[config.mk]
export PLATFORM = sky130hd
export DESIGN_NAME = permutation_cycle_composer_flat
export DESIGN_NICKNAME = d
export VERILOG_FILES = /design/src/rtl/pcc_pkg.sv /design/src/rtl/pcc_if.sv /design/src/rtl/pcc_ctrl.sv /design/src/rtl/pcc_dp.sv /design/src/rtl/permutation_cycle_composer.sv /design/src/flat_wrapper.sv
export SDC_FILE = /design/constraint.sdc
export NUM_CORES = 1
export LEC_CHECK = 0
export BUFFER_PORTS_ARGS = -buffer_cell sky130_fd_sc_hd__buf_2
export CAP_MARGIN = 20
export CELL_PAD_IN_SITES_DETAIL_PLACEMENT = 1
export CELL_PAD_IN_SITES_GLOBAL_PLACEMENT = 2
export CORE_MARGIN = 4
export CORE_UTILIZATION = 38
export CTS_BUF_LIST = sky130_fd_sc_hd__clkbuf_8
export DETAILED_ROUTE_END_ITERATION = 8
export GPL_ROUTABILITY_DRIVEN = 0
export GPL_TIMING_DRIVEN = 0
export PLACE_DENSITY_LB_ADDON = 0.15
export SYNTH_ARGS = -nofsm -noshare
export SYNTH_HDL_FRONTEND = slang
export SYNTH_SLANG_ARGS = --single-unit
[constraint.sdc]
create_clock -name clk -period 4.28 [get_ports clk]
set_clock_uncertainty 0.1 [all_clocks]
set_input_delay 0.856 -clock clk [delete_from_list [all_inputs] [get_ports clk]]
set_output_delay 0.856 -clock clk [all_outputs]
set_load 0.01 [all_outputs]
[src/rtl/pcc_pkg.sv]
// Shared types and constants of the permutation cycle composer.
// Used by the channel interfaces, the controller, the datapath and the top level.
// No dependencies.
package pcc_pkg;

  localparam int POINT_W    = 5;   // element and point fields
  localparam int CFG_W      = 6;   // point count register
  localparam int RESULT_CAP = 32;  // most result beats for one product
  localparam int KCNT_W     = 6;   // holds 0 .. RESULT_CAP
  localparam int CFG_RESET  = 32;

  typedef enum logic [2:0] {
    ST_IDLE,
    ST_ELEM,
    ST_CLOSE,
    ST_INV,
    ST_DRAIN,
    ST_SCAN,
    ST_STEP,
    ST_FLUSH
  } state_t;

  // Commands from the controller to the datapath.
  typedef struct packed {
    logic accept;     // latch the input beat and read the position entry
    logic elem;       // apply the element to the carried value
    logic close;      // write the carried value back to the cycle start
    logic inv_read;   // inversion sweep: read one position entry
    logic emit_init;  // clear visited marks and emission counters
    logic scan_skip;  // advance the outer scan point
    logic scan_open;  // mark the scan point and read its inverse
    logic push;       // queue the current walk point as a result
    logic walk_next;  // follow the inverse to the next point
    logic flush;      // send the final beat and clear the product
  } cmd_t;

  // Status from the datapath to the controller.
  typedef struct packed {
    logic need_close;
    logic prod_end;
    logic inv_last;
    logic scan_done;
    logic vis_i;
    logic stop;
    logic at_start;
    logic cap_hit;
    logic can_push;
    logic out_free;
  } sts_t;

endpackage

[src/rtl/pcc_if.sv]
// Channel interfaces of the permutation cycle composer: input, result and
// configuration. Depends on pcc_pkg for the field widths.
interface pcc_in_if;
  logic                         valid;
  logic                         ready;
  logic [pcc_pkg::POINT_W-1:0]  element;
  logic                         cycle_end;
  logic                         product_end;

  modport source(output valid, element, cycle_end, product_end, input ready);
  modport sink(input valid, element, cycle_end, product_end, output ready);
endinterface

interface pcc_out_if;
  logic                         valid;
  logic                         ready;
  logic [pcc_pkg::POINT_W-1:0]  point;
  logic                         closes_cycle;
  logic                         is_identity;
  logic                         last;

  modport source(output valid, point, closes_cycle, is_identity, last, input ready);
  modport sink(input valid, point, closes_cycle, is_identity, last, output ready);
endinterface

interface pcc_cfg_if;
  logic                        valid;
  logic                        ready;
  logic [pcc_pkg::CFG_W-1:0]   data;

  modport source(output valid, data, input ready);
  modport sink(input valid, data, output ready);
endinterface

[src/rtl/pcc_ctrl.sv]
// Controller of the permutation cycle composer: sequences element updates,
// the inversion sweep and the emission walk. Depends on pcc_pkg.
module pcc_ctrl (
  input  logic            clk,
  input  logic            rst_n,
  input  logic            in_valid,
  output logic            in_ready,
  input  pcc_pkg::sts_t   sts,
  output pcc_pkg::cmd_t   cmd
);

  pcc_pkg::state_t state_r, state_nxt;

  always_ff @(posedge clk) begin
    if (!rst_n) begin
      state_r <= pcc_pkg::ST_IDLE;
    end else begin
      state_r <= state_nxt;
    end
  end

  always_comb begin
    state_nxt = state_r;
    cmd       = '0;
    in_ready  = 1'b0;
    case (state_r)
      pcc_pkg::ST_IDLE: begin
        in_ready = 1'b1;
        if (in_valid) begin
          cmd.accept = 1'b1;
          state_nxt  = pcc_pkg::ST_ELEM;
        end
      end
      pcc_pkg::ST_ELEM: begin
        cmd.elem = 1'b1;
        if (sts.need_close) begin
          state_nxt = pcc_pkg::ST_CLOSE;
        end else if (sts.prod_end) begin
          state_nxt = pcc_pkg::ST_INV;
        end else begin
          state_nxt = pcc_pkg::ST_IDLE;
        end
      end
      pcc_pkg::ST_CLOSE: begin
        cmd.close = 1'b1;
        state_nxt = sts.prod_end ? pcc_pkg::ST_INV : pcc_pkg::ST_IDLE;
      end
      pcc_pkg::ST_INV: begin
        cmd.inv_read = 1'b1;
        if (sts.inv_last) begin
          state_nxt = pcc_pkg::ST_DRAIN;
        end
      end
      pcc_pkg::ST_DRAIN: begin
        // The last inverse write lands in this cycle, before any walk read.
        cmd.emit_init = 1'b1;
        state_nxt     = pcc_pkg::ST_SCAN;
      end
      pcc_pkg::ST_SCAN: begin
        if (sts.scan_done) begin
          state_nxt = pcc_pkg::ST_FLUSH;
        end else if (sts.vis_i) begin
          cmd.scan_skip = 1'b1;
        end else begin
          cmd.scan_open = 1'b1;
          state_nxt     = pcc_pkg::ST_STEP;
        end
      end
      pcc_pkg::ST_STEP: begin
        if (sts.at_start && sts.stop) begin
          // A fixed point, or a walk that goes nowhere: dropped.
          cmd.scan_skip = 1'b1;
          state_nxt     = pcc_pkg::ST_SCAN;
        end else if (sts.can_push) begin
          cmd.push = 1'b1;
          if (sts.stop) begin
            cmd.scan_skip = 1'b1;
            state_nxt     = pcc_pkg::ST_SCAN;
          end else if (sts.cap_hit) begin
            state_nxt = pcc_pkg::ST_FLUSH;
          end else begin
            cmd.walk_next = 1'b1;
          end
        end
      end
      pcc_pkg::ST_FLUSH: begin
        if (sts.out_free) begin
          cmd.flush = 1'b1;
          state_nxt = pcc_pkg::ST_IDLE;
        end
      end
      default: begin
        state_nxt = pcc_pkg::ST_IDLE;
      end
    endcase
  end

endmodule

[src/rtl/pcc_dp.sv]
// Datapath of the permutation cycle composer: position and inverse memories,
// visited marks, walk registers and the result queue. Depends on pcc_pkg.
module pcc_dp #(
  parameter int MAX_POINTS = 32
) (
  input  logic                          clk,
  input  logic                          rst_n,
  input  logic [pcc_pkg::POINT_W-1:0]   in_element,
  input  logic                          in_cycle_end,
  input  logic                          in_product_end,
  input  logic                          cfg_wr,
  input  logic [pcc_pkg::CFG_W-1:0]     cfg_data,
  output logic                          out_valid,
  input  logic                          out_ready,
  output logic [pcc_pkg::POINT_W-1:0]   out_point,
  output logic                          out_closes_cycle,
  output logic                          out_is_identity,
  output logic                          out_last,
  input  pcc_pkg::cmd_t                 cmd,
  output pcc_pkg::sts_t                 sts
);

  localparam int IDX_W = $clog2(MAX_POINTS);
  localparam int CNT_W = $clog2(MAX_POINTS + 1);
  localparam int CMP_W = (CNT_W > pcc_pkg::CFG_W) ? CNT_W : pcc_pkg::CFG_W;
  localparam logic [CMP_W-1:0] MAXP = CMP_W'(MAX_POINTS);

  // Point count register and the effective count n.
  logic [pcc_pkg::CFG_W-1:0] pc_r;
  logic [CMP_W-1:0]          pc_ext, n_ext;
  logic [CNT_W-1:0]          n, n_m1;

  always_ff @(posedge clk) begin
    if (!rst_n) begin
      pc_r <= pcc_pkg::CFG_W'(pcc_pkg::CFG_RESET);
    end else if (cfg_wr) begin
      pc_r <= cfg_data;
    end
  end

  assign pc_ext = CMP_W'(pc_r);
  assign n_ext  = (pc_r == '0) ? CMP_W'(1) : ((pc_ext > MAXP) ? MAXP : pc_ext);
  assign n      = n_ext[CNT_W-1:0];
  assign n_m1   = n - CNT_W'(1);

  // Latched input beat.
  logic [pcc_pkg::POINT_W-1:0] el_r;
  logic                        ce_r, pe_r, e_ok_r;
  logic [IDX_W-1:0]            e_idx, el_idx;

  assign e_idx  = IDX_W'(in_element);
  assign el_idx = IDX_W'(el_r);

  always_ff @(posedge clk) begin
    if (cmd.accept) begin
      el_r   <= in_element;
      ce_r   <= in_cycle_end;
      pe_r   <= in_product_end;
      e_ok_r <= CMP_W'(in_element) < n_ext;
    end
  end

  // Position memory; an entry without its valid bit reads as its own index.
  logic [IDX_W-1:0]      pm_mem [MAX_POINTS];
  logic [MAX_POINTS-1:0] pm_vld_r;
  logic [IDX_W-1:0]      pm_rdata_r, pm_raddr_r, pm_raddr, pm_waddr, pm_val;
  logic                  pm_rvld_r, pm_re, pm_we;
  logic [IDX_W-1:0]      carried_r, first_r, idx_r;
  logic                  in_cycle_r;

  assign pm_re    = cmd.accept | cmd.inv_read;
  assign pm_raddr = cmd.accept ? e_idx : idx_r;
  assign pm_we    = (cmd.elem & e_ok_r & in_cycle_r) | cmd.close;
  assign pm_waddr = cmd.close ? first_r : el_idx;
  assign pm_val   = pm_rvld_r ? pm_rdata_r : pm_raddr_r;

  always_ff @(posedge clk) begin
    if (pm_we) begin
      pm_mem[pm_waddr] <= carried_r;
    end
    if (pm_re) begin
      pm_rdata_r <= pm_mem[pm_raddr];
      pm_rvld_r  <= pm_vld_r[pm_raddr];
      pm_raddr_r <= pm_raddr;
    end
  end

  always_ff @(posedge clk) begin
    if (!rst_n) begin
      pm_vld_r <= '0;
    end else if (cmd.flush) begin
      pm_vld_r <= '0;
    end else if (pm_we) begin
      pm_vld_r[pm_waddr] <= 1'b1;
    end
  end

  // Carried value of the open cycle.
  always_ff @(posedge clk) begin
    if (!rst_n) begin
      carried_r  <= '0;
      first_r    <= '0;
      in_cycle_r <= 1'b0;
    end else if (cmd.flush) begin
      carried_r  <= '0;
      first_r    <= '0;
      in_cycle_r <= 1'b0;
    end else if (cmd.close) begin
      in_cycle_r <= 1'b0;
    end else if (cmd.elem && e_ok_r) begin
      carried_r <= pm_val;
      if (!in_cycle_r) begin
        first_r    <= el_idx;
        in_cycle_r <= 1'b1;
      end
    end
  end

  // Inversion sweep: read stage on the position memory, write stage in the cycle after.
  logic             inv_wv_r;
  logic [IDX_W-1:0] inv_mem [MAX_POINTS];
  logic [IDX_W-1:0] inv_rd_r, inv_raddr, nx;
  logic             inv_re;

  always_ff @(posedge clk) begin
    if (!rst_n) begin
      inv_wv_r <= 1'b0;
    end else begin
      inv_wv_r <= cmd.inv_read;
    end
  end

  always_ff @(posedge clk) begin
    if (cmd.accept) begin
      idx_r <= '0;
    end else if (cmd.inv_read) begin
      idx_r <= idx_r + IDX_W'(1);
    end
  end

  assign inv_re    = cmd.scan_open | cmd.walk_next;
  assign nx        = inv_rd_r;

  always_ff @(posedge clk) begin
    if (inv_wv_r && (CNT_W'(pm_val) < n)) begin
      inv_mem[pm_val] <= pm_raddr_r;
    end
    if (inv_re) begin
      inv_rd_r <= inv_mem[inv_raddr];
    end
  end

  // Emission walk.
  logic [MAX_POINTS-1:0]      vis_r;
  logic [CNT_W-1:0]           i_r;
  logic [IDX_W-1:0]           i_idx, j_r;
  logic [pcc_pkg::KCNT_W-1:0] k_r;
  logic                       stop, cap_hit;

  assign i_idx     = i_r[IDX_W-1:0];
  assign inv_raddr = cmd.scan_open ? i_idx : nx;

  always_ff @(posedge clk) begin
    if (!rst_n) begin
      vis_r <= '0;
    end else if (cmd.emit_init) begin
      vis_r <= '0;
    end else if (cmd.scan_open) begin
      vis_r[i_idx] <= 1'b1;
    end else if (cmd.walk_next) begin
      vis_r[nx] <= 1'b1;
    end
  end

  always_ff @(posedge clk) begin
    if (cmd.emit_init) begin
      i_r <= '0;
      k_r <= '0;
    end else begin
      if (cmd.scan_skip) begin
        i_r <= i_r + CNT_W'(1);
      end
      if (cmd.push) begin
        k_r <= k_r + pcc_pkg::KCNT_W'(1);
      end
    end
    if (cmd.scan_open) begin
      j_r <= i_idx;
    end else if (cmd.walk_next) begin
      j_r <= nx;
    end
  end

  // A walk stops when it returns to its start, leaves the point range or
  // meets a point already taken by an earlier cycle.
  assign stop    = (nx == i_idx) | (CNT_W'(nx) >= n) | vis_r[nx];
  assign cap_hit = (k_r == pcc_pkg::KCNT_W'(pcc_pkg::RESULT_CAP - 1));

  // Result queue: one pending item ahead of the output register, so that the
  // final beat can be flagged once the walk is known to be over.
  logic                        pend_vld_r, out_vld_r;
  logic [pcc_pkg::POINT_W-1:0] pend_pt_r, out_pt_r;
  logic                        pend_cl_r, out_cl_r, out_id_r, out_last_r;
  logic                        out_free, can_push, out_load;

  assign out_free = ~out_vld_r | out_ready;
  assign can_push = ~pend_vld_r | out_free;
  assign out_load = (cmd.push & pend_vld_r) | cmd.flush;

  always_ff @(posedge clk) begin
    if (!rst_n) begin
      out_vld_r  <= 1'b0;
      pend_vld_r <= 1'b0;
    end else begin
      if (out_load) begin
        out_vld_r <= 1'b1;
      end else if (out_ready) begin
        out_vld_r <= 1'b0;
      end
      if (cmd.push) begin
        pend_vld_r <= 1'b1;
      end else if (cmd.flush) begin
        pend_vld_r <= 1'b0;
      end
    end
  end

  always_ff @(posedge clk) begin
    if (cmd.push) begin
      pend_pt_r <= pcc_pkg::POINT_W'(j_r);
      pend_cl_r <= stop | cap_hit;
    end
    if (cmd.push && pend_vld_r) begin
      out_pt_r   <= pend_pt_r;
      out_cl_r   <= pend_cl_r;
      out_id_r   <= 1'b0;
      out_last_r <= 1'b0;
    end else if (cmd.flush) begin
      out_last_r <= 1'b1;
      if (pend_vld_r) begin
        out_pt_r <= pend_pt_r;
        out_cl_r <= pend_cl_r;
        out_id_r <= 1'b0;
      end else begin
        out_pt_r <= '0;
        out_cl_r <= 1'b0;
        out_id_r <= 1'b1;
      end
    end
  end

  assign out_valid        = out_vld_r;
  assign out_point        = out_pt_r;
  assign out_closes_cycle = out_cl_r;
  assign out_is_identity  = out_id_r;
  assign out_last         = out_last_r;

  assign sts.need_close = (ce_r | pe_r) & (in_cycle_r | e_ok_r);
  assign sts.prod_end   = pe_r;
  assign sts.inv_last   = (CNT_W'(idx_r) == n_m1);
  assign sts.scan_done  = (i_r >= n) | (k_r == pcc_pkg::KCNT_W'(pcc_pkg::RESULT_CAP));
  assign sts.vis_i      = vis_r[i_idx];
  assign sts.stop       = stop;
  assign sts.at_start   = (j_r == i_idx);
  assign sts.cap_hit    = cap_hit;
  assign sts.can_push   = can_push;
  assign sts.out_free   = out_free;

endmodule

[src/rtl/permutation_cycle_composer.sv]
// Permutation cycle composer: composes a stream of cycles on a position map
// held in memory and emits the product in canonical cycle notation.
// Depends on pcc_pkg, the channel interfaces in pcc_if, pcc_ctrl and pcc_dp.
//
// Items are taken one at a time. An element is accepted, then applied by a
// read-modify-write of the position memory; an element that closes a cycle
// adds a write back to the cycle start. An element carrying product_end then
// runs the inversion sweep: one position memory read per point, then a drain
// step for the last inverse write. The emission walk follows: it scans the
// points, emits the points of each cycle or drops the walk, and sends the
// final beat, stalling whenever the result side holds off.
// The next item is taken once the final beat of the product is in the output
// register. The configuration port is always ready; it must be written
// only while idle, which the block itself does not enforce.
// Reset needs no clearing pass.
module permutation_cycle_composer #(
  parameter int MAX_POINTS = 32
) (
  input  logic       clk,
  input  logic       rst_n,
  pcc_in_if.sink     in_chan,
  pcc_out_if.source  out_chan,
  pcc_cfg_if.sink    cfg_chan
);

  pcc_pkg::cmd_t cmd;
  pcc_pkg::sts_t sts;

  assign cfg_chan.ready = 1'b1;

  pcc_ctrl u_ctrl (
    .clk      (clk),
    .rst_n    (rst_n),
    .in_valid (in_chan.valid),
    .in_ready (in_chan.ready),
    .sts      (sts),
    .cmd      (cmd)
  );

  pcc_dp #(
    .MAX_POINTS (MAX_POINTS)
  ) u_dp (
    .clk              (clk),
    .rst_n            (rst_n),
    .in_element       (in_chan.element),
    .in_cycle_end     (in_chan.cycle_end),
    .in_product_end   (in_chan.product_end),
    .cfg_wr           (cfg_chan.valid),
    .cfg_data         (cfg_chan.data),
    .out_valid        (out_chan.valid),
    .out_ready        (out_chan.ready),
    .out_point        (out_chan.point),
    .out_closes_cycle (out_chan.closes_cycle),
    .out_is_identity  (out_chan.is_identity),
    .out_last         (out_chan.last),
    .cmd              (cmd),
    .sts              (sts)
  );

endmodule

[src/flat_wrapper.sv]
// flat-port wrapper written by rule: the top's interface ports become plain ports
module permutation_cycle_composer_flat 
#(
  parameter int MAX_POINTS = 32
)
  (clk, rst_n, in_chan_valid, in_chan_element, in_chan_cycle_end, in_chan_product_end, in_chan_ready, out_chan_valid, out_chan_point, out_chan_closes_cycle, out_chan_is_identity, out_chan_last, out_chan_ready, cfg_chan_valid, cfg_chan_data, cfg_chan_ready);
  pcc_in_if in_chan_i ();
  pcc_out_if out_chan_i ();
  pcc_cfg_if cfg_chan_i ();
  input  logic clk;
  input  logic rst_n;
  input wire logic [$bits(in_chan_i.valid)-1:0] in_chan_valid;
  input wire logic [$bits(in_chan_i.element)-1:0] in_chan_element;
  input wire logic [$bits(in_chan_i.cycle_end)-1:0] in_chan_cycle_end;
  input wire logic [$bits(in_chan_i.product_end)-1:0] in_chan_product_end;
  output wire logic [$bits(in_chan_i.ready)-1:0] in_chan_ready;
  output wire logic [$bits(out_chan_i.valid)-1:0] out_chan_valid;
  output wire logic [$bits(out_chan_i.point)-1:0] out_chan_point;
  output wire logic [$bits(out_chan_i.closes_cycle)-1:0] out_chan_closes_cycle;
  output wire logic [$bits(out_chan_i.is_identity)-1:0] out_chan_is_identity;
  output wire logic [$bits(out_chan_i.last)-1:0] out_chan_last;
  input wire logic [$bits(out_chan_i.ready)-1:0] out_chan_ready;
  input wire logic [$bits(cfg_chan_i.valid)-1:0] cfg_chan_valid;
  input wire logic [$bits(cfg_chan_i.data)-1:0] cfg_chan_data;
  output wire logic [$bits(cfg_chan_i.ready)-1:0] cfg_chan_ready;
  assign in_chan_i.valid = in_chan_valid;
  assign in_chan_i.element = in_chan_element;
  assign in_chan_i.cycle_end = in_chan_cycle_end;
  assign in_chan_i.product_end = in_chan_product_end;
  assign in_chan_ready = in_chan_i.ready;
  assign out_chan_valid = out_chan_i.valid;
  assign out_chan_point = out_chan_i.point;
  assign out_chan_closes_cycle = out_chan_i.closes_cycle;
  assign out_chan_is_identity = out_chan_i.is_identity;
  assign out_chan_last = out_chan_i.last;
  assign out_chan_i.ready = out_chan_ready;
  assign cfg_chan_i.valid = cfg_chan_valid;
  assign cfg_chan_i.data = cfg_chan_data;
  assign cfg_chan_ready = cfg_chan_i.ready;
  permutation_cycle_composer #(.MAX_POINTS(MAX_POINTS)) u_core (.clk(clk), .rst_n(rst_n), .in_chan(in_chan_i), .out_chan(out_chan_i), .cfg_chan(cfg_chan_i));
endmodule
==> qor.csv <==
metric,value,unit
power.total,0.01059,W
min_path_type,input port to flop,
setup_viol,0,
start_util,0.3846,
antenna_found_initial,1,
outcome,completed,
p_leak,8.463,nW
max_slew_margin,0.2709,
netlist_area,20740,um^2
drt_iter0_drc,848,
busiest_layer,met2,
vias,15060,
placed_cells,2579,
wl_per_cell,23.56,um
yosysTopAreaCell,edfxtp_1,
grt_pass1_wl,97720,um
io_pins,29,
worst_ep_required_time,4.63,ns
drt.antenna.violating_nets,0,
final_area,23780,um^2
end_kind,flop,
yosys-top-cells-count,"edfxtp_1, nand2_1, nor2_1",
grtUsageMet2,0.3885,
post-route-util,0.4411,
ys_seq_elements,467,
worst_pin_slew,1.094,ns
vias_per_cell,5.500,
area_growth,14.69,%
layout_worst_path_cycle_share,0.9721,
drt_wl_total,64500,um
ys_seq_area_frac,0.6251,
cts_sinks,467,
post-place-ws,-1.434,ns
fin_crit,4.161,ns
clk_latency,0.68,ns
dr.pass1.iters,5,
setup_ws,0.1192,ns
crit_type,flop to flop,
finalNonFillerCells,2738,
die_y,241.6,um
synth.most_common_cell,edfxtp_1,
grt-ovfl-total,0,
synthCells,1851,
first_global_vias,15960,
fmax,0.2403,GHz
cellPowerDensity,445.1,nW/um^2
grtUsageMet1,0.2733,
clkTransAtPathRegs,0.06,ns
clockBufferDepth,3,
grt_use_met3,0.03091,
start_kind,flop,
crit_chain,"nor4_4, o21ai_4, inv_2, ha_1, nand2b_1, a21o_1, a211o_1, a21boi_4, buf_4, a21oi_1, a21oi_2, inv_1, nand3_2, a21oi_1, or4_4, nor4_4",
synth.distinct_cells,75,
grt_start_max_net_pins,34,
cts_buffers,81,
peakVddDrop,0.0002762,V
yosysTopAreaCellShare,0.5227,
yosys_warnings,0,
rows,85,
clock-root-buffer,clkbuf_8,
track_usage,0.2181,
portBuffers,26,
slew_viol_final,0,
die_x,241.6,um
drc,0,
async_flop_share,0,
cap_violations,0,
placed_cell_area,21850,um^2
cts_tree,yes,
netlist_top_cells_area,"edfxtp_1, dfxtp_1, nand2_1, nor2_1, mux2i_1",
coreArea,53920,um^2
cp_max_fo,6,
fillers,5917,
design.die.area,58370,um^2
hold_viol,0,
cp_slowest_cell,or4_4,
final_layout_size_suffix_gt1_frac,0.1324,
htreeDepth,3,
place_hpwl,45060,um
yosys_most_used_dff,edfxtp_1,
cpPeakStageDelay,0.57,ns
synth.avg_cell_area,11.20,um^2
syn_nets,1896,
cp_data_arrival_time,4.52,ns
synth_edf_count,361,
fin_nets,2022,
==> per-stage QoR <==
stage | hold WS (ns) | TNS [ns]
2_1_floorplan | 0.3402 | 0
5_1_grt | 0.2437 | -0.009119
6_report | 0.2858 | 0
3_3_place_gp | 0.3493 | -13.06
3_5_place_dp | 0.3591 | -14.18
4_1_cts | 0.2345 | -0.6778
==> what timing repair did <==
| item | CTS | global route |
|---|---|---|
| endpoints found under the setup margin | 49 | 56 |
| pin swaps | 3 | 10 |
| buffers inserted | 8 | 3 |
| resized for setup | 49 | 35 |
| hold buffers | 0 | 0 |
| cloned | 0 | 0 |
==> worst paths after layout <==
path                         start                       to  slack, ns  cells after the start
min              in_chan_cycle_end         u_core.u_dp.ce_r       0.29                      1
min reg2reg   u_core.u_dp.out_last     u_core.u_dp.out_last       0.37                      1
max reg2reg  u_core.u_dp.pc_ext[2]  u_core.u_dp.inv_rd_r[1]       0.12                     16
max          u_core.u_dp.pc_ext[2]  u_core.u_dp.inv_rd_r[1]       0.12                     16
==> power by group <==
part,total [W],switching [W],internal [W]
registers,0.00523,0.000171,0.00506
logic,0.00150,0.00102,0.000478
clock network,0.00386,0.00187,0.00200
==> layout by cell type (no fill, tap or decap), drive strengths merged, types with 10 or more instances in the layout <==
| cell | netlist | layout |
|---|---|---|
| ha | 27 | 27 |
| dfxtp | 106 | 106 |
| nand3 | 89 | 89 |
| a311oi | 43 | 43 |
| edfxtp | 361 | 361 |
| clkinv | 3 | 25 |
| o221ai | 31 | 31 |
| nand4 | 10 | 10 |
| mux4 | 13 | 13 |
| nor2 | 210 | 210 |
| xnor2 | 12 | 12 |
| nor2b | 13 | 13 |
| o21ai | 32 | 32 |
| a21oi | 82 | 82 |
| clkbuf | 81 | 171 |
| buf | 40 | 82 |
| nor3 | 22 | 22 |
| nand2b | 10 | 10 |
| mux2i | 53 | 53 |
| xor2 | 15 | 15 |
| and2 | 12 | 12 |
| and3 | 42 | 42 |
| o31ai | 20 | 20 |
| inv | 50 | 81 |
| nand2 | 348 | 348 |
==> registers in the layout, indices dropped and copies added (netlist names), 3 cells and up <==
name,flops
u_core.u_dp.out_point,5
u_core.u_dp.vis_r,32
u_core.u_dp.k_r,6
u_core.u_ctrl.state_r,3
u_core.u_dp.idx_r,5
u_core.u_dp.pm_vld_r,32
u_core.u_dp.el_idx,5
u_core.u_dp.carried_r,5
u_core.u_dp.pm_mem,160
u_core.u_dp.pc_ext,6
u_core.u_dp.inv_rd_r,5
u_core.u_dp.inv_mem,160
u_core.u_dp.pend_pt_r,5
u_core.u_dp.pm_raddr_r,5
u_core.u_dp.first_r,5
u_core.u_dp.i_r,6
u_core.u_dp.j_r,5
u_core.u_dp.pm_rdata_r,5
==> area by class of cell <==
type / instances / area, um^2 / area share
sequential: 467 / 12970 / 0.5453
multi-input combinational: 1210 / 7283 / 0.3062
clock buffer: 90 / 1239 / 0.05208
tap: 696 / 870.8 / 0.03662
buffer: 120 / 596.8 / 0.02509
timing repair buffer: 44 / 337.8 / 0.01420
clock inverter: 56 / 277.8 / 0.01168
inverter: 53 / 203.9 / 0.008575
antenna: 2 / 5.005 / 0.0002104
==> worst max-delay path, delay by kind of cell (launching register included) <==
kind / cells / cell delay, ns
and+or+nand+nor: 5 / 1.55
AOI/OAI and AO/OA: 7 / 1.22
buffers and inverters: 3 / 0.51
DFF: 1 / 0.36
adders and majority gates: 1 / 0.22
==> cells by family (layout without fill, tap and decap cells) <==
family,Yosys count,after routing,share of synthesized area
adder cells (fa/ha/maj),27,27,0.01629
flip-flops,467,467,0.6251
XOR/XNOR,27,27,0.01140
multiplexers,71,71,0.04260
other,1,3,0.0001808
AO/OA/AOI/OAI,297,297,0.1025
buffers and inverters,174,363,0.03512
AND/OR/NAND/NOR,787,787,0.1668
==> metal layers <==
metal	wire length [um]	share of wire
met3	2148	0.033
met5	0	0
met2	32680	0.51
met4	1990	0.031
met1	27680	0.43
Note: power is estimated with default switching activity, not from simulation.
